**src/rtl/core/mps_pkg.sv**
```systemverilog
// ----------------------------------------------------------------------------
// mps_pkg
// Shared types and constants of the Morse pulse sequencer: register map,
// sequencer states and the character code table.
// ----------------------------------------------------------------------------
package mps_pkg;

    localparam int CFG_BITS   = 16;
    localparam int ADDR_BITS  = 5;
    localparam int DATA_BITS  = 32;
    localparam int CODE_BITS  = 6;
    localparam int LEN_BITS   = 3;
    localparam int CNT_BITS   = 4;

    localparam logic [CNT_BITS-1:0] FLAG_LAST = 4'd9;

    localparam logic [2:0] REG_DOT        = 3'd0;
    localparam logic [2:0] REG_DASH       = 3'd1;
    localparam logic [2:0] REG_ELEM_GAP   = 3'd2;
    localparam logic [2:0] REG_LETTER_GAP = 3'd3;
    localparam logic [2:0] REG_WORD_GAP   = 3'd4;
    localparam logic [2:0] REG_FLAG       = 3'd5;
    localparam logic [2:0] REG_FRAME_GAP  = 3'd6;

    localparam logic [CFG_BITS-1:0] DOT_RESET        = 16'd100;
    localparam logic [CFG_BITS-1:0] DASH_RESET       = 16'd300;
    localparam logic [CFG_BITS-1:0] ELEM_GAP_RESET   = 16'd100;
    localparam logic [CFG_BITS-1:0] LETTER_GAP_RESET = 16'd300;
    localparam logic [CFG_BITS-1:0] WORD_GAP_RESET   = 16'd700;
    localparam logic [CFG_BITS-1:0] FLAG_RESET       = 16'd50;
    localparam logic [CFG_BITS-1:0] FRAME_GAP_RESET  = 16'd1000;

    typedef enum logic [3:0] {
        ST_IDLE,
        ST_OPEN_GAP,
        ST_OPEN_FLAG,
        ST_OPEN_GAP2,
        ST_BODY_ON,
        ST_BODY_OFF,
        ST_LETTER_GAP,
        ST_WORD_GAP,
        ST_END_GAP,
        ST_CLOSE_FLAG,
        ST_CLOSE_GAP
    } mps_state_t;

    // pat is left-aligned, first element in the top bit, 1 is a dash
    typedef struct packed {
        logic [LEN_BITS-1:0]  len;
        logic [CODE_BITS-1:0] pat;
    } mps_code_t;

    function automatic logic [7:0] mps_upper(input logic [7:0] c);
        logic [7:0] u;
        u = c;
        if (c inside {[8'h61:8'h7A]}) begin
            u = c - 8'h20;
        end
        return u;
    endfunction

    function automatic mps_code_t mps_lookup(input logic [7:0] c);
        mps_code_t e;
        case (c)
            "@":     e = '{3'd6, 6'b011010};
            "A":     e = '{3'd2, 6'b010000};
            "B":     e = '{3'd4, 6'b100000};
            "C":     e = '{3'd4, 6'b101000};
            "D":     e = '{3'd3, 6'b100000};
            "E":     e = '{3'd1, 6'b000000};
            "F":     e = '{3'd4, 6'b001000};
            "G":     e = '{3'd3, 6'b110000};
            "H":     e = '{3'd4, 6'b000000};
            "I":     e = '{3'd2, 6'b000000};
            "J":     e = '{3'd4, 6'b011100};
            "K":     e = '{3'd3, 6'b101000};
            "L":     e = '{3'd4, 6'b010000};
            "M":     e = '{3'd2, 6'b110000};
            "N":     e = '{3'd2, 6'b100000};
            "O":     e = '{3'd3, 6'b111000};
            "P":     e = '{3'd4, 6'b011000};
            "Q":     e = '{3'd4, 6'b110100};
            "R":     e = '{3'd3, 6'b010000};
            "S":     e = '{3'd3, 6'b000000};
            "T":     e = '{3'd1, 6'b100000};
            "U":     e = '{3'd3, 6'b001000};
            "V":     e = '{3'd4, 6'b000100};
            "W":     e = '{3'd3, 6'b011000};
            "X":     e = '{3'd4, 6'b100100};
            "Y":     e = '{3'd4, 6'b101100};
            "Z":     e = '{3'd4, 6'b110000};
            ".":     e = '{3'd6, 6'b010101};
            ",":     e = '{3'd6, 6'b110011};
            "/":     e = '{3'd5, 6'b100100};
            "1":     e = '{3'd5, 6'b011110};
            "2":     e = '{3'd5, 6'b001110};
            "3":     e = '{3'd5, 6'b000110};
            "4":     e = '{3'd5, 6'b000010};
            "5":     e = '{3'd5, 6'b000000};
            "6":     e = '{3'd5, 6'b100000};
            "7":     e = '{3'd5, 6'b110000};
            "8":     e = '{3'd5, 6'b111000};
            "9":     e = '{3'd5, 6'b111100};
            "0":     e = '{3'd5, 6'b111110};
            default: e = '{3'd6, 6'b001100};
        endcase
        return e;
    endfunction

endpackage

```
**src/rtl/core/morse_pulse_sequencer_core.sv**
```systemverilog
// ----------------------------------------------------------------------------
// morse_pulse_sequencer_core
// Turns message characters into LED (level, duration) intervals, with opening
// and closing flag sequences around each message.
// ----------------------------------------------------------------------------
//  channel | ports                                   | beat
//  s_      | s_char_code, s_is_first, s_is_last      | one character
//  m_      | m_led_on, m_duration_ms, m_run_end      | one LED interval
//  apb     | psel, penable, pwrite, paddr, pwdata    | one register write/read
//
// A character is accepted, then its intervals are emitted in turn; the sequencer
// emits one interval per cycle into the output register while m_ is not stalled.
// s_ready is high only while the sequencer is idle.
// A stalled m_ beat holds the sequencer in place.
// aresetn is synchronous; registers return to their default timings.
// ----------------------------------------------------------------------------
module morse_pulse_sequencer_core #(
    parameter int DURATION_BITS = 16
) (
    input  logic                           aclk,
    input  logic                           aresetn,
    input  logic                           s_valid,
    output logic                           s_ready,
    input  logic [7:0]                     s_char_code,
    input  logic                           s_is_first,
    input  logic                           s_is_last,
    output logic                           m_valid,
    input  logic                           m_ready,
    output logic                           m_led_on,
    output logic [15:0]                    m_duration_ms,
    output logic                           m_run_end,
    input  logic                           psel,
    input  logic                           penable,
    input  logic                           pwrite,
    input  logic [mps_pkg::ADDR_BITS-1:0]  paddr,
    input  logic [mps_pkg::DATA_BITS-1:0]  pwdata,
    output logic [mps_pkg::DATA_BITS-1:0]  prdata,
    output logic                           pready
);
    import mps_pkg::*;

    localparam int DUR_KEEP = (DURATION_BITS < CFG_BITS) ? DURATION_BITS : CFG_BITS;

    logic [CFG_BITS-1:0] dot_reg, dash_reg, elem_gap_reg, letter_gap_reg;
    logic [CFG_BITS-1:0] word_gap_reg, flag_reg, frame_gap_reg;

    mps_state_t           state_reg, state_next;
    logic [CNT_BITS-1:0]  cnt_reg, cnt_next;
    logic [CODE_BITS-1:0] pat_reg, pat_next;
    logic [LEN_BITS-1:0]  len_reg, len_next;
    logic                 space_reg, space_next;
    logic                 last_reg, last_next;

    logic                 m_valid_reg, m_valid_next;
    logic                 m_led_on_reg;
    logic [DUR_KEEP-1:0]  m_dur_reg;
    logic                 m_run_end_reg;

    logic                 cfg_wr;
    logic [2:0]           cfg_idx;
    logic [7:0]           in_upper;
    mps_code_t            in_code;
    logic                 in_space;
    logic                 accept;
    logic                 fire;
    logic                 step;
    logic                 emit_level;
    logic [CFG_BITS-1:0]  emit_dur;
    logic                 emit_last;
    logic [CFG_BITS-1:0]  end_gap;
    mps_state_t           after_open_in, after_open_reg;

    assign pready  = 1'b1;
    assign cfg_wr  = psel && penable && pwrite && pready;
    assign cfg_idx = paddr[4:2];

    always_comb begin
        case (cfg_idx)
            REG_DOT:        prdata = DATA_BITS'(dot_reg);
            REG_DASH:       prdata = DATA_BITS'(dash_reg);
            REG_ELEM_GAP:   prdata = DATA_BITS'(elem_gap_reg);
            REG_LETTER_GAP: prdata = DATA_BITS'(letter_gap_reg);
            REG_WORD_GAP:   prdata = DATA_BITS'(word_gap_reg);
            REG_FLAG:       prdata = DATA_BITS'(flag_reg);
            REG_FRAME_GAP:  prdata = DATA_BITS'(frame_gap_reg);
            default:        prdata = '0;
        endcase
    end

    always_ff @(posedge aclk) begin
        if (!aresetn) begin
            dot_reg        <= DOT_RESET;
            dash_reg       <= DASH_RESET;
            elem_gap_reg   <= ELEM_GAP_RESET;
            letter_gap_reg <= LETTER_GAP_RESET;
            word_gap_reg   <= WORD_GAP_RESET;
            flag_reg       <= FLAG_RESET;
            frame_gap_reg  <= FRAME_GAP_RESET;
        end else if (cfg_wr) begin
            case (cfg_idx)
                REG_DOT:        dot_reg        <= pwdata[CFG_BITS-1:0];
                REG_DASH:       dash_reg       <= pwdata[CFG_BITS-1:0];
                REG_ELEM_GAP:   elem_gap_reg   <= pwdata[CFG_BITS-1:0];
                REG_LETTER_GAP: letter_gap_reg <= pwdata[CFG_BITS-1:0];
                REG_WORD_GAP:   word_gap_reg   <= pwdata[CFG_BITS-1:0];
                REG_FLAG:       flag_reg       <= pwdata[CFG_BITS-1:0];
                REG_FRAME_GAP:  frame_gap_reg  <= pwdata[CFG_BITS-1:0];
                default: begin
                end
            endcase
        end
    end

    assign in_upper = mps_upper(s_char_code);
    assign in_code  = mps_lookup(in_upper);
    assign in_space = (in_upper inside {8'h20, 8'h0A});

    assign s_ready  = (state_reg == ST_IDLE);
    assign accept   = s_valid && s_ready;
    assign fire     = !m_valid_reg || m_ready;
    assign step     = fire && (state_reg != ST_IDLE);

    assign end_gap  = (frame_gap_reg > letter_gap_reg) ? (frame_gap_reg - letter_gap_reg) : '0;

    always_comb begin
        after_open_in = ST_BODY_ON;
        if (in_space) begin
            after_open_in = s_is_last ? ST_END_GAP : ST_WORD_GAP;
        end
        after_open_reg = ST_BODY_ON;
        if (space_reg) begin
            after_open_reg = last_reg ? ST_END_GAP : ST_WORD_GAP;
        end
    end

    always_comb begin
        state_next = state_reg;
        case (state_reg)
            ST_IDLE: begin
                if (accept) begin
                    state_next = s_is_first ? ST_OPEN_GAP : after_open_in;
                end
            end
            ST_OPEN_GAP: begin
                if (step) state_next = ST_OPEN_FLAG;
            end
            ST_OPEN_FLAG: begin
                if (step && cnt_reg == '0) state_next = ST_OPEN_GAP2;
            end
            ST_OPEN_GAP2: begin
                if (step) state_next = after_open_reg;
            end
            ST_BODY_ON: begin
                if (step) state_next = ST_BODY_OFF;
            end
            ST_BODY_OFF: begin
                if (step) begin
                    state_next = (cnt_reg == CNT_BITS'(1)) ? ST_LETTER_GAP : ST_BODY_ON;
                end
            end
            ST_LETTER_GAP: begin
                if (step) state_next = last_reg ? ST_END_GAP : ST_IDLE;
            end
            ST_WORD_GAP: begin
                if (step) state_next = ST_IDLE;
            end
            ST_END_GAP: begin
                if (step) state_next = ST_CLOSE_FLAG;
            end
            ST_CLOSE_FLAG: begin
                if (step && cnt_reg == '0) state_next = ST_CLOSE_GAP;
            end
            ST_CLOSE_GAP: begin
                if (step) state_next = ST_IDLE;
            end
            default: state_next = ST_IDLE;
        endcase
    end

    always_comb begin
        emit_level = 1'b0;
        emit_dur   = frame_gap_reg;
        emit_last  = 1'b0;
        cnt_next   = cnt_reg;
        pat_next   = pat_reg;
        len_next   = len_reg;
        space_next = space_reg;
        last_next  = last_reg;
        case (state_reg)
            ST_IDLE: begin
                if (accept) begin
                    cnt_next   = CNT_BITS'(in_code.len);
                    pat_next   = in_code.pat;
                    len_next   = in_code.len;
                    space_next = in_space;
                    last_next  = s_is_last;
                end
            end
            ST_OPEN_GAP, ST_END_GAP: begin
                if (state_reg == ST_END_GAP) emit_dur = end_gap;
                if (step) cnt_next = FLAG_LAST;
            end
            ST_OPEN_FLAG, ST_CLOSE_FLAG: begin
                emit_level = cnt_reg[0];
                emit_dur   = flag_reg;
                if (step) cnt_next = cnt_reg - CNT_BITS'(1);
            end
            ST_OPEN_GAP2: begin
                if (step) cnt_next = CNT_BITS'(len_reg);
            end
            ST_BODY_ON: begin
                emit_level = 1'b1;
                emit_dur   = pat_reg[CODE_BITS-1] ? dash_reg : dot_reg;
                if (step) pat_next = {pat_reg[CODE_BITS-2:0], 1'b0};
            end
            ST_BODY_OFF: begin
                emit_dur = elem_gap_reg;
                if (step) cnt_next = cnt_reg - CNT_BITS'(1);
            end
            ST_LETTER_GAP: begin
                emit_dur  = letter_gap_reg;
                emit_last = !last_reg;
            end
            ST_WORD_GAP: begin
                emit_dur  = word_gap_reg;
                emit_last = 1'b1;
            end
            ST_CLOSE_GAP: begin
                emit_last = 1'b1;
            end
            default: begin
            end
        endcase
    end

    always_comb begin
        m_valid_next = m_valid_reg;
        if (step) begin
            m_valid_next = 1'b1;
        end else if (m_ready) begin
            m_valid_next = 1'b0;
        end
    end

    always_ff @(posedge aclk) begin
        if (!aresetn) begin
            state_reg   <= ST_IDLE;
            cnt_reg     <= '0;
            m_valid_reg <= 1'b0;
        end else begin
            state_reg   <= state_next;
            cnt_reg     <= cnt_next;
            m_valid_reg <= m_valid_next;
        end
    end

    always_ff @(posedge aclk) begin
        pat_reg   <= pat_next;
        len_reg   <= len_next;
        space_reg <= space_next;
        last_reg  <= last_next;
        if (step) begin
            m_led_on_reg  <= emit_level;
            m_dur_reg     <= emit_dur[DUR_KEEP-1:0];
            m_run_end_reg <= emit_last;
        end
    end

    assign m_valid       = m_valid_reg;
    assign m_led_on      = m_led_on_reg;
    assign m_duration_ms = 16'(m_dur_reg);
    assign m_run_end     = m_run_end_reg;

endmodule

```
**config.mk**
```make
export PLATFORM = sky130hd
export DESIGN_NAME = morse_pulse_sequencer_core
export DESIGN_NICKNAME = d
export VERILOG_FILES = /design/src/rtl/core/mps_pkg.sv /design/src/rtl/core/morse_pulse_sequencer_core.sv
export SDC_FILE = /design/constraint.sdc
export NUM_CORES = 1
export LEC_CHECK = 0
export ABC_CLOCK_PERIOD_IN_PS = 4100
export BUFFER_PORTS_ARGS = -buffer_cell sky130_fd_sc_hd__buf_2
export CORE_MARGIN = 2
export CORE_UTILIZATION = 40
export CTS_BUF_LIST = sky130_fd_sc_hd__clkbuf_4
export DETAILED_ROUTE_END_ITERATION = 8
export PLACE_DENSITY = 0.62
export SYNTH_ARGS = -nofsm -noshare
export SYNTH_HDL_FRONTEND = slang
export SYNTH_SLANG_ARGS = --single-unit
export TNS_END_PERCENT = 30
```
**constraint.sdc**
```tcl
create_clock -name aclk -period 4.1 [get_ports aclk]
set_input_delay 0.82 -clock aclk [delete_from_list [all_inputs] [get_ports aclk]]
set_output_delay 0.82 -clock aclk [all_outputs]
set_load 0.02 [all_outputs]
```
# Word-level counts from Yosys, hierarchy flattened
# Memory sizes are Yosys's and may differ from the RTL's.
# Cells that the tools add are included.
[totals]
register_bits = 150
latchBits = 0
ramBits = 0
romBits = 1152
input_bits = 54
output_inout_bits = 53
word_cells = 123
memories = 1
[memory_table]
columns = ["memory", "words", "width", "rd", "rd_clocked_by_memory_dff", "wr", "line", "source"]
rows = [
  ["(no name shown)", 128, 9, 1, 0, 0, "mps_pkg.sv:64", "case (c)"],
]
[classes]
n_addsub = 3
n_mul = 0
n_div = 0
magnitude_cmp = 3
n_eq_ne = 31
shift = 0
muxes = 36
bitwise = 0
n_reduce_logical = 32
[op_table]
columns = ["cell", "n"]
rows = [
  ["$pmux W16 S7", 1],
  ["$pmux W16 S6", 1],
  ["$mux W4", 19],
  ["$mux W16", 3],
  ["$pmux W4 S10", 1],
  ["$ne A2 B2 Y1 const B", 9],
  ["$eq A4 B3 Y1 const B", 4],
  ["$gt A16 B16 Y1", 1],
  ["$pmux W4 S4", 1],
  ["$reduce_and A2 Y1", 8],
  ["$sub A16 B16 Y16", 1],
  ["$eq A4 B4 Y1 const B", 3],
  ["$mux W6", 2],
  ["$pmux W6 S2", 1],
  ["$reduce_and A10 Y1", 1],
  ["$eq A3 B3 Y1 const B", 3],
  ["$mux W9", 1],
  ["$eq A4 B1 Y1 const B", 2],
  ["$eq A4 B2 Y1 const B", 2],
  ["$eq A8 B4 Y1 const B", 1],
  ["$eq A8 B6 Y1 const B", 1],
  ["$ge A8 B7 Y1 const B", 1],
  ["$le A8 B7 Y1 const B", 1],
  ["$logic_not A4 Y1", 2],
  ["19 further kinds", 35],
]

# Depth between registers and ports, before layout
# Gate-level depths: netlist (run 1).
[depth]
word_depth = 9
depth_mapped = 11

# Least setup slack after synthesis (run 1)
# Ideal clock, no wire load.
[synth_timing]
path_kind = "input -> output"
from = "in paddr[2] (netlist bit)"
to = "out prdata[4] (netlist bit)"
arrival_ns = 2.250
slack_ns = 1.030
cell_stages = 6
n_path_buf = 3
path_cell_list = "clkbuf_1 > clkbuf_1 > clkbuf_1 > nor2_1 > a221oi_1 > o22ai_1"
[synth_between]
elab_chain_len = 2
elab_cells_between_ends = 8
cone_classes = "6 x eq/ne; 1 x mux; 1 x reduce/logical"
[synth_rtl]
columns = ["item", "line", "source"]
rows = [
  ["start, declared", "morse_pulse_sequencer_core.sv:35", "input logic [mps_pkg::ADDR_BITS-1:0] paddr,"],
  ["$eq A3 B3 Y1, or another cell as far along", "morse_pulse_sequencer_core.sv:78", "case (cfg_idx)"],
  ["$pmux W16 S7 *", "morse_pulse_sequencer_core.sv:78", ""],
  ["end, declared", "morse_pulse_sequencer_core.sv:37", "output logic [mps_pkg::DATA_BITS-1:0] prdata,"],
]
# Mark *: on every way between the ends. The rest lies on a longest branch, timed or not.

# Final worst setup path (run 1)
[layout_timing]
from = "in paddr[3] (netlist bit)"
to = "out prdata[13] (netlist bit)"
# The elaborated chain is that of the path after synthesis.

==> results of run 1 <==
-- kinds of logic (layout without fill, tap and decap cells) --
family	Yosys count	count (layout)	synth area share
compound gates	369	369	0.2447
simple gates	465	465	0.2085
xor+xnor	15	15	0.01379
mux	66	66	0.07772
flops	150	150	0.3455
buf+inv	147	182	0.06748
other cells	2	19	0.0007880
fa+ha+maj	31	31	0.04149
-- power by group --
part	switching (W)	internal, W
sequential	0.000143	0.00173
clock	0.000574	0.000257
combinational	0.00104	0.000512
total	0.00176	0.00250
-- worst max-delay path, stage by stage --
cell and delay, ns:
buf_2 0.29, buf_4 0.42, mux4_2 0.56, nand2_1 0.07
o21ai_0 0.14, buf_2 0.20
-- layout by cell type (no fill, tap or decap), types with 7 or more instances in the layout --
cell type	count
nor2b_1	13
o22a_1	12
a21oi_1	141
o31ai_1	10
o21ai_0	65
inv_1	45
nand2b_1	11
conb_1	17
a31oi_1	9
xnor2_1	9
dfxtp_1	121
mux2i_1	56
buf_4	27
o21ai_1	9
o22ai_1	16
buf_2	71
nor2_1	73
edfxtp_1	29
a221oi_1	16
nand4_1	8
a211oi_1	7
a22oi_1	27
nand3_1	45
clkbuf_4	20
ha_1	30
o211ai_1	9
nor3_1	11
nand2_1	277
-- through the flow --
stage	utilization	power, W	std cells	hold WS, ns
after floorplan	-	0.002928	1260	0.4452
after global placement	0.4332	0.003413	1582	0.4566
after detailed placement	0.4332	0.003422	1582	0.4624
after CTS	0.4431	0.004237	1614	0.4528
after global routing	0.4433	0.004472	1616	0.4509
final	0.4433	0.004253	1616	0.4799
-- final cells by class --
cell class	count	share of cell area
multi-input cells	963	0.5470
repair buffers	99	0.05572
flip-flops and latches	150	0.3174
clock buffers	20	0.01447
clock inverters	12	0.007959
inverters	51	0.01845
well taps	319	0.03847
diodes	2	0.0004824
-- per-layer routing --
layer,vias up,global-route usage,routed length [microns]
met2,569,0.3942,14110
met3,77,0.04110,3046
li1,4481,-,-
met4,0,0.08237,914
met5,-,0,0
met1,4429,0.3786,14460
-- worst min path at each step --
| stage | from | to | depth (start not counted) |
|---|---|---|---|
| after floorplan | word_gap_reg[12] | word_gap_reg[12] | 2 |
| after global placement | elem_gap_reg[3] | elem_gap_reg[3] | 2 |
| after detailed placement | word_gap_reg[6] | word_gap_reg[6] | 2 |
| after CTS | s_is_last | last_reg | 1 |
| after global routing | s_is_last | last_reg | 1 |
| final | dot_reg[8] | dot_reg[8] | 2 |
==> impl_results.md, run 1 <==
- Synth cell count leaders: nand2_1 (277), a21oi_1 (141), dfxtp_1 (121), nor2_1 (73), o21ai_0 (65)
- CTS tree: yes
- Crit path arrival time: 2.53 ns
- Final worst path period share: 0.8159
- Hold Vio Cnt, Final: 0
- Clock-pin slew on the worst setup and hold paths: 0.13 ns
- Fillers: 2430
- R2r worst-path depth: 5
- H-tree Lvls: 4
- Global Route Usage Sum: 0.2603
- Antenna Nets Post-Route: 0
- # port buffers: 71
- DIE AREA: 0.02508 sq mm
- Hold buffer count at cts: 0
- Worst setup SP type: input pin
- Clock Tree Buf Depth: 2
- Post-synth EDFFs: 29
- First-pass GRT wire length: 49580 microns
- Area leader, netlist: dfxtp_1
- DP Area: 0.01014 sq mm
- Post-CTS Resized: 0
- Reg2reg setup slack: 1.06 ns
- Final Max Tran Viols: 0
- Slew margin rel.: 0.2647
- Async SR Flop Fraction: 0
- Post-CTS Setup Repair Bufs: 0
- CP required: 3.28 ns
- Final min period: 3.345 ns
- FF-to-FF Start: state_reg[0]
- DR vias: 9556
- CTS buffer count: 17
- GRT overflow: 0
- Post-synth top area share: 0.2542
- Leakage: 3.885 nW
- Avg WL per Cell: 20.13 microns
- Total Wirelength: 32530 microns
- Drt first-iter violations: 1286
- Share of layout cells above drive strength 1: 0.1251
- IO Count: 107
- Max FO, Critical Path: 20
- MaxCap Viol Count: 0
- CP startpoint: paddr[3]
- Antenna violations before repair: 1
- CTS sink cnt: 150
- Top_reg_cell synth: dfxtp_1
- RR Endpoint: m_duration_ms[0]
- Detailed Place HPWL: 21880 microns
- Status: finished, final reports clean
- Worst Setup End Kind: output port
- FF/Latch Area: 0.003293 sq mm
- Total negative slack: 0 ns
- Worst Clk Skew: 0.01363 ns
- Power density over cell area: 409.9 mW/mm^2
- Vias in the first global route: 8325
- Worst skew pair latency: 0.58 ns
- Yosys Warn Count: 0
- CP endpoint: prdata[13]
- Max IR drop VDD: 0.2337 mV
- Most common cell in the netlist: nand2_1
- Max Clk Rate: 0.2989 GHz
- Fin nets: 1367
- Hold Crit Class: reg2reg
- Final setup vio count: 0
- Avg Inst Size Synth: 7.655 sq um
- Dpl ws: 0.8022 ns
- Drt drc: 0
- Pin count of the biggest net entering global routing: 47
- Final setup margin: 0.7547 ns
- GP Congestion: 0.9433
- Clock root cell: clkbuf_4
- RSZ-0062 raised after global routing: no
- Multi-input logic area: 0.005675 sq mm
- Die width: 158.4 microns
- Vias/cell: 5.913
- Post-Synthesis Cells: 1245
- Cell variety after synth: 74
- Synth-to-layout area growth: 8.862%
- Worst-margin pin slew: 1.091 ns
- Mapped cell area: 0.009530 sq mm
- Finished layout cell area: 0.01038 sq mm
- DRT Pass-1 Iters: 6
- Synth Register Bits: 150
- Sequential-to-total area share from yosys stat: 0.3455
- Crit path kind: in2out
- Total core area: 0.02340 sq mm
- Top cells by area, synth: dfxtp_1 (25%), nand2_1 (11%), edfxtp_1 (9.1%)
- Row Count: 56
- Die height: 158.4 microns
- Initial Util: 0.4072
No activity file was read; power rests on OpenSTA's default activity.
==> inputs of run 2 (changes only) <==
- ABC_AREA: unset -> 1
- ABC_CLOCK_PERIOD_IN_PS: 4100 -> 3320
- clock period: 4.1 -> 3.32 ns (I/O delays scaled with it)
==> run 2 against run 1 <==
- synthesized area down 5.7%
- count of clock-buffer cells in the layout up 1
- largest power group unchanged
- total power up 30%
- first-iteration DRC count down 24%
- combinational power up 27%
- highest routed layer unchanged
- sequential power up 24%
- critical path depth up 2
==> impl_results.md, run 2 <==
- Pin count of the biggest net entering global routing: 54 (was 47)
- Clock Tree Buf Depth: 2 (unchanged)
- CTS sink cnt: 150 (unchanged)
- Multi-input logic area: 0.004731 sq mm (was 0.005675 sq mm)
- Avg WL per Cell: 17.44 microns (was 20.13 microns)
- Power density over cell area: 566.5 mW/mm^2 (was 409.9 mW/mm^2)
- Cell variety after synth: 52 (was 74)
- Fin nets: 1370 (was 1367)
- Top_reg_cell synth: dfxtp_1 (unchanged)
- Worst skew pair latency: 0.57 ns (was 0.58 ns)
- Comb pwr share: 0.357 (was 0.365)
- Total Wirelength: 27530 microns (was 32530 microns)
- Post-Synthesis Cells: 1233 (was 1245)
- Most common cell after layout, fill and taps aside: nand2_1 (unchanged)
- Clock root cell: clkbuf_4 (unchanged)
- DP Area: 0.009462 sq mm (was 0.01014 sq mm)
- Worst setup SP type: input pin (unchanged)
- Sequential Power Share: 0.418 (was 0.440)
- Avg Inst Size Synth: 7.286 sq um (was 7.655 sq um)
- Synth cell count leaders: nand2_1 (192), inv_1 (144), o21ai_0 (136), a21oi_1 (130), dfxtp_1 (121) (was nand2_1 (277), a21oi_1 (141), dfxtp_1 (121), nor2_1 (73), o21ai_0 (65))
- RSZ-0062 raised after global routing: no (unchanged)
- Synth Register Bits: 150 (unchanged)
- DIE AREA: 0.02367 sq mm (was 0.02508 sq mm)
- Clock-pin slew on the worst setup and hold paths: 0.13 ns (about the same)
- Status: finished, final reports clean (unchanged)
- Worst-margin pin slew: 0.9295 ns (was 1.091 ns)
- Tot Pwr: 0.005535 W (was 0.004253 W)
- Post-synth EDFFs: 29 (unchanged)
- Vias/cell: 5.460 (was 5.913)
- Most frequent cells in the layout: nand2_1 (192), inv_1 (144), o21ai_0 (136) (was nand2_1 (277), a21oi_1 (141), dfxtp_1 (121))
- Yosys Warn Count: 0 (unchanged)
- Sequential-to-total area share from yosys stat: 0.3666 (was 0.3455)
- Die width: 153.9 microns (was 158.4 microns)
- Final setup vio count: 0 (unchanged)
- H-tree Lvls: 4 (unchanged)
- DR vias: 8621 (was 9556)
- Antenna violations before repair: 1 (unchanged)
- Post-layout util: 0.4449 (was 0.4433)
- Crit path kind: in2out (unchanged)
- Async SR Flop Fraction: 0 (unchanged)
- Hold Vio Cnt, Final: 0 (unchanged)
- Row Count: 54 (was 56)
- Post-CTS Resized: 0 (unchanged)
- GP Congestion: 0.9288 (was 0.9433)
- CTS buffer count: 17 (unchanged)
- MaxCap Viol Count: 0 (unchanged)
- Max IR drop VDD: 0.2063 mV (was 0.2337 mV)
- Finished layout cell area: 0.009769 sq mm (was 0.01038 sq mm)
- Max Clk Rate: 0.3567 GHz
- Switch Pwr: 0.002207 W (was 0.001755 W)
- DRT Pass-1 Iters: 8 (was 6)
- Reg2reg setup slack: 0.74 ns (was 1.06 ns)
- Worst Setup End Kind: output port (unchanged)
- # port buffers: 71 (unchanged)
- Area leader, netlist: dfxtp_1 (unchanged)
- Synth-to-layout area growth: 8.747% (was 8.862%)
- FF/Latch Area: 0.003293 sq mm (unchanged)
- Mapped cell area: 0.008984 sq mm (was 0.009530 sq mm)
- IO Count: 107 (unchanged)
- P_int: 0.003328 W (was 0.002498 W)
- Most common cell in the netlist: nand2_1 (unchanged)
- Slew margin rel.: 0.3803 (was 0.2647)
- Final min period: 2.804 ns
- Drt first-iter violations: 972 (was 1286)
- First-pass GRT wire length: 43610 microns (was 49580 microns)
- Clk pwr share: 0.225 (was 0.196)
- Vias in the first global route: 7806 (was 8325)
- Detailed Place HPWL: 20730 microns (was 21880 microns)
- GRT overflow: 0 (unchanged)
- Top cells by area, synth: dfxtp_1 (27%), edfxtp_1 (9.7%), nand2_1 (8.0%) (was dfxtp_1 (25%), nand2_1 (11%), edfxtp_1 (9.1%))
- Crit path arrival time: 2.14 ns (was 2.53 ns)
- Worst hold slack: 0.3091 ns (was 0.4799 ns)
- Final worst path period share: 0.8445
- Worst Clk Skew: 0.03785 ns (was 0.01363 ns)
- Total negative slack: 0 ns (unchanged)
- Post-synth top area share: 0.2696 (was 0.2542)
- Hold Crit Class: in2reg (was reg2reg)
- Global Route Usage Sum: 0.2336 (was 0.2603)
- Hold buffer count at cts: 0 (unchanged)
- Drt drc: 0 (unchanged)
- CP required: 2.66 ns (was 3.28 ns)
- Share of layout cells above drive strength 1: 0.1310 (was 0.1251)
- Die height: 153.9 microns (was 158.4 microns)
- Antenna Nets Post-Route: 0 (unchanged)
- Final Max Tran Viols: 0 (unchanged)
- Fillers: 2282 (was 2430)
- Post-CTS Setup Repair Bufs: 0 (unchanged)
- Initial Util: 0.4091 (was 0.4072)
- Sw frac: 0.3987 (was 0.4127)
- Leakage: 4.167 nW (was 3.885 nW)
- Total core area: 0.02196 sq mm (was 0.02340 sq mm)
- CTS tree: yes (unchanged)
- Max FO, Critical Path: 10 (was 20)
## run 2: cell type report
class / instances / share of cell area
Clock buffer: 21 / 0.01614
Multi-Input combinational cell: 869 / 0.4842
Sequential cell: 150 / 0.3371
Clock inverter: 11 / 0.01511
Tap cell: 280 / 0.03586
Antenna cell: 1 / 0.0002561
Timing Repair Buffer: 88 / 0.04944
Inverter: 159 / 0.06186
## run 2: cell families (layout without fill, tap and decap cells)
family,Yosys count,after routing,synth area share
adder cells (fa/ha/maj),31,31,0.04401
flip-flops,150,150,0.3666
AO/OA/AOI/OAI,408,408,0.2641
AND/OR/NAND/NOR,405,405,0.2036
buffers and inverters,229,279,0.1131
other,2,18,0.0008360
XOR/XNOR,8,8,0.007800
## run 2: layer usage
layer	vias to the layer above	routed length [microns]	track usage	share of wire
met5	-	0	0	0
met1	3927	13260	0.3501	0.48
met3	26	2254	0.03861	0.082
met4	0	403	0.06409	0.015
met2	358	11610	0.3460	0.42
li1	4310	-	-	-
## run 2: critical path, stage by stage
cell and delay, ns:
buf_2 0.14, inv_1 0.22, nor3_4 0.06, inv_2 0.21
o22ai_1 0.11, a221oi_1 0.38, nand2_1 0.16, buf_2 0.19
## run 2: worst paths after layout
check | from | end | cells past startpoint
max | paddr[3] | prdata[0] | 8
max reg2reg | frame_gap_reg[0] | m_duration_ms[15] | 12
min reg2reg | word_gap_reg[6] | word_gap_reg[6] | 2
min | s_is_last | last_reg | 1
## run 2: power groups by stage
stage / logic (W) / registers, W / clock network [W]
after global routing: 0.00219 / 0.00234 / 0.00134
after CTS: 0.00195 / 0.00232 / 0.00127
after floorplan: 0.00123 / 0.00247 / 0
after global placement: 0.00195 / 0.00235 / 0
after detailed placement: 0.00195 / 0.00236 / 0
final: 0.00197 / 0.00232 / 0.00125
## run 2: through the flow
step,instances,setup WS [ns]
5_1_grt,1579,0.3980
6_report,1579,0.5164
3_3_place_gp,1546,0.5530
2_1_floorplan,1248,0.9110
3_5_place_dp,1546,0.5583
4_1_cts,1578,0.5534
==> inputs of run 3 (changes only) <==
- ABC_CLOCK_PERIOD_IN_PS: 3320 -> 2380
- PLACE_DENSITY: 0.62 -> 0.65
- clock period: 3.32 -> 2.38 ns (I/O delays scaled with it)
==> run 3 against run 2 <==
- routed wire length is 0.39% higher
- final cell count is 3.0% higher
- total power is 43% higher
- first-iteration DRC count is 17% higher
- via count is 3.2% higher
- sequential cell count stayed put
- clock power is 37% higher
- critical endpoint is now prdata[13]
==> impl_results.md, run 3 (synthesis gave the netlist of run 2 again) <==
- Max Clk Rate: 0.4334 GHz
- Fillers: 2160 (was 2282)
- Drt drc: 0 (unchanged)
- Row Count: 54 (unchanged)
- Clock Tree Buf Depth: 2 (unchanged)
- Critical path cell sequence: inv_1 > o22ai_1 > a221oi_1 > nand2_1 > buf_2 (was buf_2 > inv_1 > nor3_4 > inv_2 > o22ai_1 > a221oi_1 > nand2_1 > buf_2)
- CP required: 1.90 ns (was 2.66 ns)
- DP Area: 0.009822 sq mm (was 0.009462 sq mm)
- DR vias: 8895 (was 8621)
- Clock-pin slew on the worst setup and hold paths: 0.13 ns (about the same)
- Hold Crit Class: in2reg (unchanged)
- Slew margin rel.: 0.4986 (was 0.3803)
- Power density over cell area: 770.2 mW/mm^2 (was 566.5 mW/mm^2)
- IO Count: 107 (unchanged)
- H-tree Lvls: 4 (unchanged)
- Most common cell after layout, fill and taps aside: nand2_1 (unchanged)
- Slowest CP cell: a221oi_1 (unchanged)
- Avg WL per Cell: 17.00 microns (was 17.44 microns)
- Worst hold slack: 0.09728 ns (was 0.3091 ns)
- Clock root cell: clkbuf_4 (unchanged)
- Global Route Usage Sum: 0.2296 (was 0.2336)
- Vias/cell: 5.470 (was 5.460)
- Die height: 153.9 microns (unchanged)
- Leakage: 4.416 nW (was 4.167 nW)
- Detailed Place HPWL: 20810 microns (was 20730 microns)
- Max IR drop VDD: 0.4540 mV (was 0.2063 mV)
- Antenna violations before repair: 1 (unchanged)
- Synth-to-layout area growth: 14.55% (was 8.747%)
- Total Wirelength: 27640 microns (was 27530 microns)
- Final min period: 2.307 ns
- Worst Setup End Kind: output port (unchanged)
- Antenna Nets Post-Route: 0 (unchanged)
- Max FO, Critical Path: 4 (was 10)
- CTS tree: yes (unchanged)
- GRT overflow: 0 (unchanged)
- Final setup vio count: 0 (unchanged)
- GP Congestion: 0.9315 (was 0.9288)
- Final worst path period share: 0.9694
- # port buffers: 71 (unchanged)
- MaxCap Viol Count: 0 (unchanged)
- Total core area: 0.02196 sq mm (unchanged)
- Worst setup SP type: flip-flop (was input pin)
- First-pass GRT wire length: 43110 microns (was 43610 microns)
- Vias in the first global route: 7930 (was 7806)
- Worst path max stage delay: 0.35 ns (was 0.38 ns)
- CTS sink cnt: 150 (unchanged)
- CTS buffer count: 17 (unchanged)
- Worst Clk Skew: 0.03159 ns (was 0.03785 ns)
- Final Max Tran Viols: 0 (unchanged)
- Initial Util: 0.4091 (unchanged)
- Top delay family on crit path: compound AO/OA/AOI/OAI gates (was buffers and inverters)
- Status: finished, final reports clean (unchanged)
- Die width: 153.9 microns (unchanged)
- Worst skew pair latency: 0.59 ns (was 0.57 ns)
- DRT Pass-1 Iters: 6 (was 8)
- Drt first-iter violations: 1136 (was 972)
- Worst-margin pin slew: 0.7513 ns (was 0.9295 ns)
- Pin count of the biggest net entering global routing: 43 (was 54)
- Hold Vio Cnt, Final: 0 (unchanged)
- CP Buf/Inv Count: 2 (was 4)
- Most frequent cells in the layout: nand2_1 (192), inv_1 (141), o21ai_0 (135) (was nand2_1 (192), inv_1 (144), o21ai_0 (136))
- DIE AREA: 0.02367 sq mm (unchanged)
- Crit path arrival time: 1.83 ns (was 2.14 ns)
- Finished layout cell area: 0.01029 sq mm (was 0.009769 sq mm)
- Share of layout cells above drive strength 1: 0.1770 (was 0.1310)
- Crit path kind: reg2out (was in2out)
- Fin nets: 1418 (was 1370)
==> run 3: changes by cell type in the layout (fill, tap and decap cells not counted), moves of 3 or more <==
| cell | before | now |
|---|---|---|
| buf_4 | 17 | 60 |
| clkinvlp_4 | 0 | 4 |
| ha_4 | 0 | 3 |
| inv_1 | 144 | 141 |
| buf_12 | 0 | 4 |
| ha_1 | 30 | 26 |
==> run 3: cell type report <==
class / count / area (sq um) / area share
antenna: 1 / 2.502 / 0.0002432
clock buffer: 19 / 142.6 / 0.01386
clock inverter: 12 / 153.9 / 0.01495
inverter: 159 / 608.1 / 0.05909
multi-input combinational: 869 / 4827 / 0.4691
sequential: 150 / 3296 / 0.3202
tap: 280 / 350.3 / 0.03404
timing repair buffer: 136 / 910.9 / 0.08851
==> run 3: repair_timing <==
action                     in CTS  in global routing
gates resized for setup         0                 23
pin swaps                       1                  6
setup endpoints to repair       5                 21
hold buffers                    0                  0
setup buffers                   2                  2
cloned                          0                  1
==> run 3: final timing paths <==
kind | start | endpoint | slack (ns) | cells after the start
worst max-delay path | frame_gap_reg[13] | prdata[13] | 0.07 | 5
worst min-delay path | s_is_last | last_reg | 0.1 | 1
worst max register to register | frame_gap_reg[0] | m_duration_ms[2] | 0.11 | 14
worst min register to register | elem_gap_reg[7] | elem_gap_reg[7] | 0.48 | 2
==> run 3: metrics by stage <==
step | cells | total power (W) | worst slack (ns) | util | TNS (ns)
after floorplan | 1248 | 0.005162 | 0.2086 | - | 0
after global placement | 1589 | 0.006179 | -0.01705 | 0.4473 | -0.01705
after detailed placement | 1589 | 0.006196 | -0.06797 | 0.4473 | -0.1308
after CTS | 1622 | 0.007899 | 0.04252 | 0.4621 | 0
after global routing | 1626 | 0.008360 | -0.03497 | 0.4687 | -0.05473
final | 1626 | 0.007926 | 0.07282 | 0.4687 | 0
==> run 3: metal layers <==
| metal | wire, microns | vias up | GRT usage | part of all wire |
|---|---|---|---|---|
| met5 | 0 | - | 0 | 0 |
| met4 | 461 | 0 | 0.05919 | 0.017 |
| met3 | 2289 | 29 | 0.03833 | 0.083 |
| met2 | 11770 | 394 | 0.3374 | 0.43 |
| met1 | 13120 | 4054 | 0.3477 | 0.47 |
| li1 | - | 4418 | - | - |
==> run 3: where the power goes <==
part	switching [W]	internal, W	total (W)
clock	0.000967	0.000748	0.00171
combinational	0.00205	0.000978	0.00303
sequential	0.000127	0.00305	0.00318
total	0.00315	0.00478	0.00793
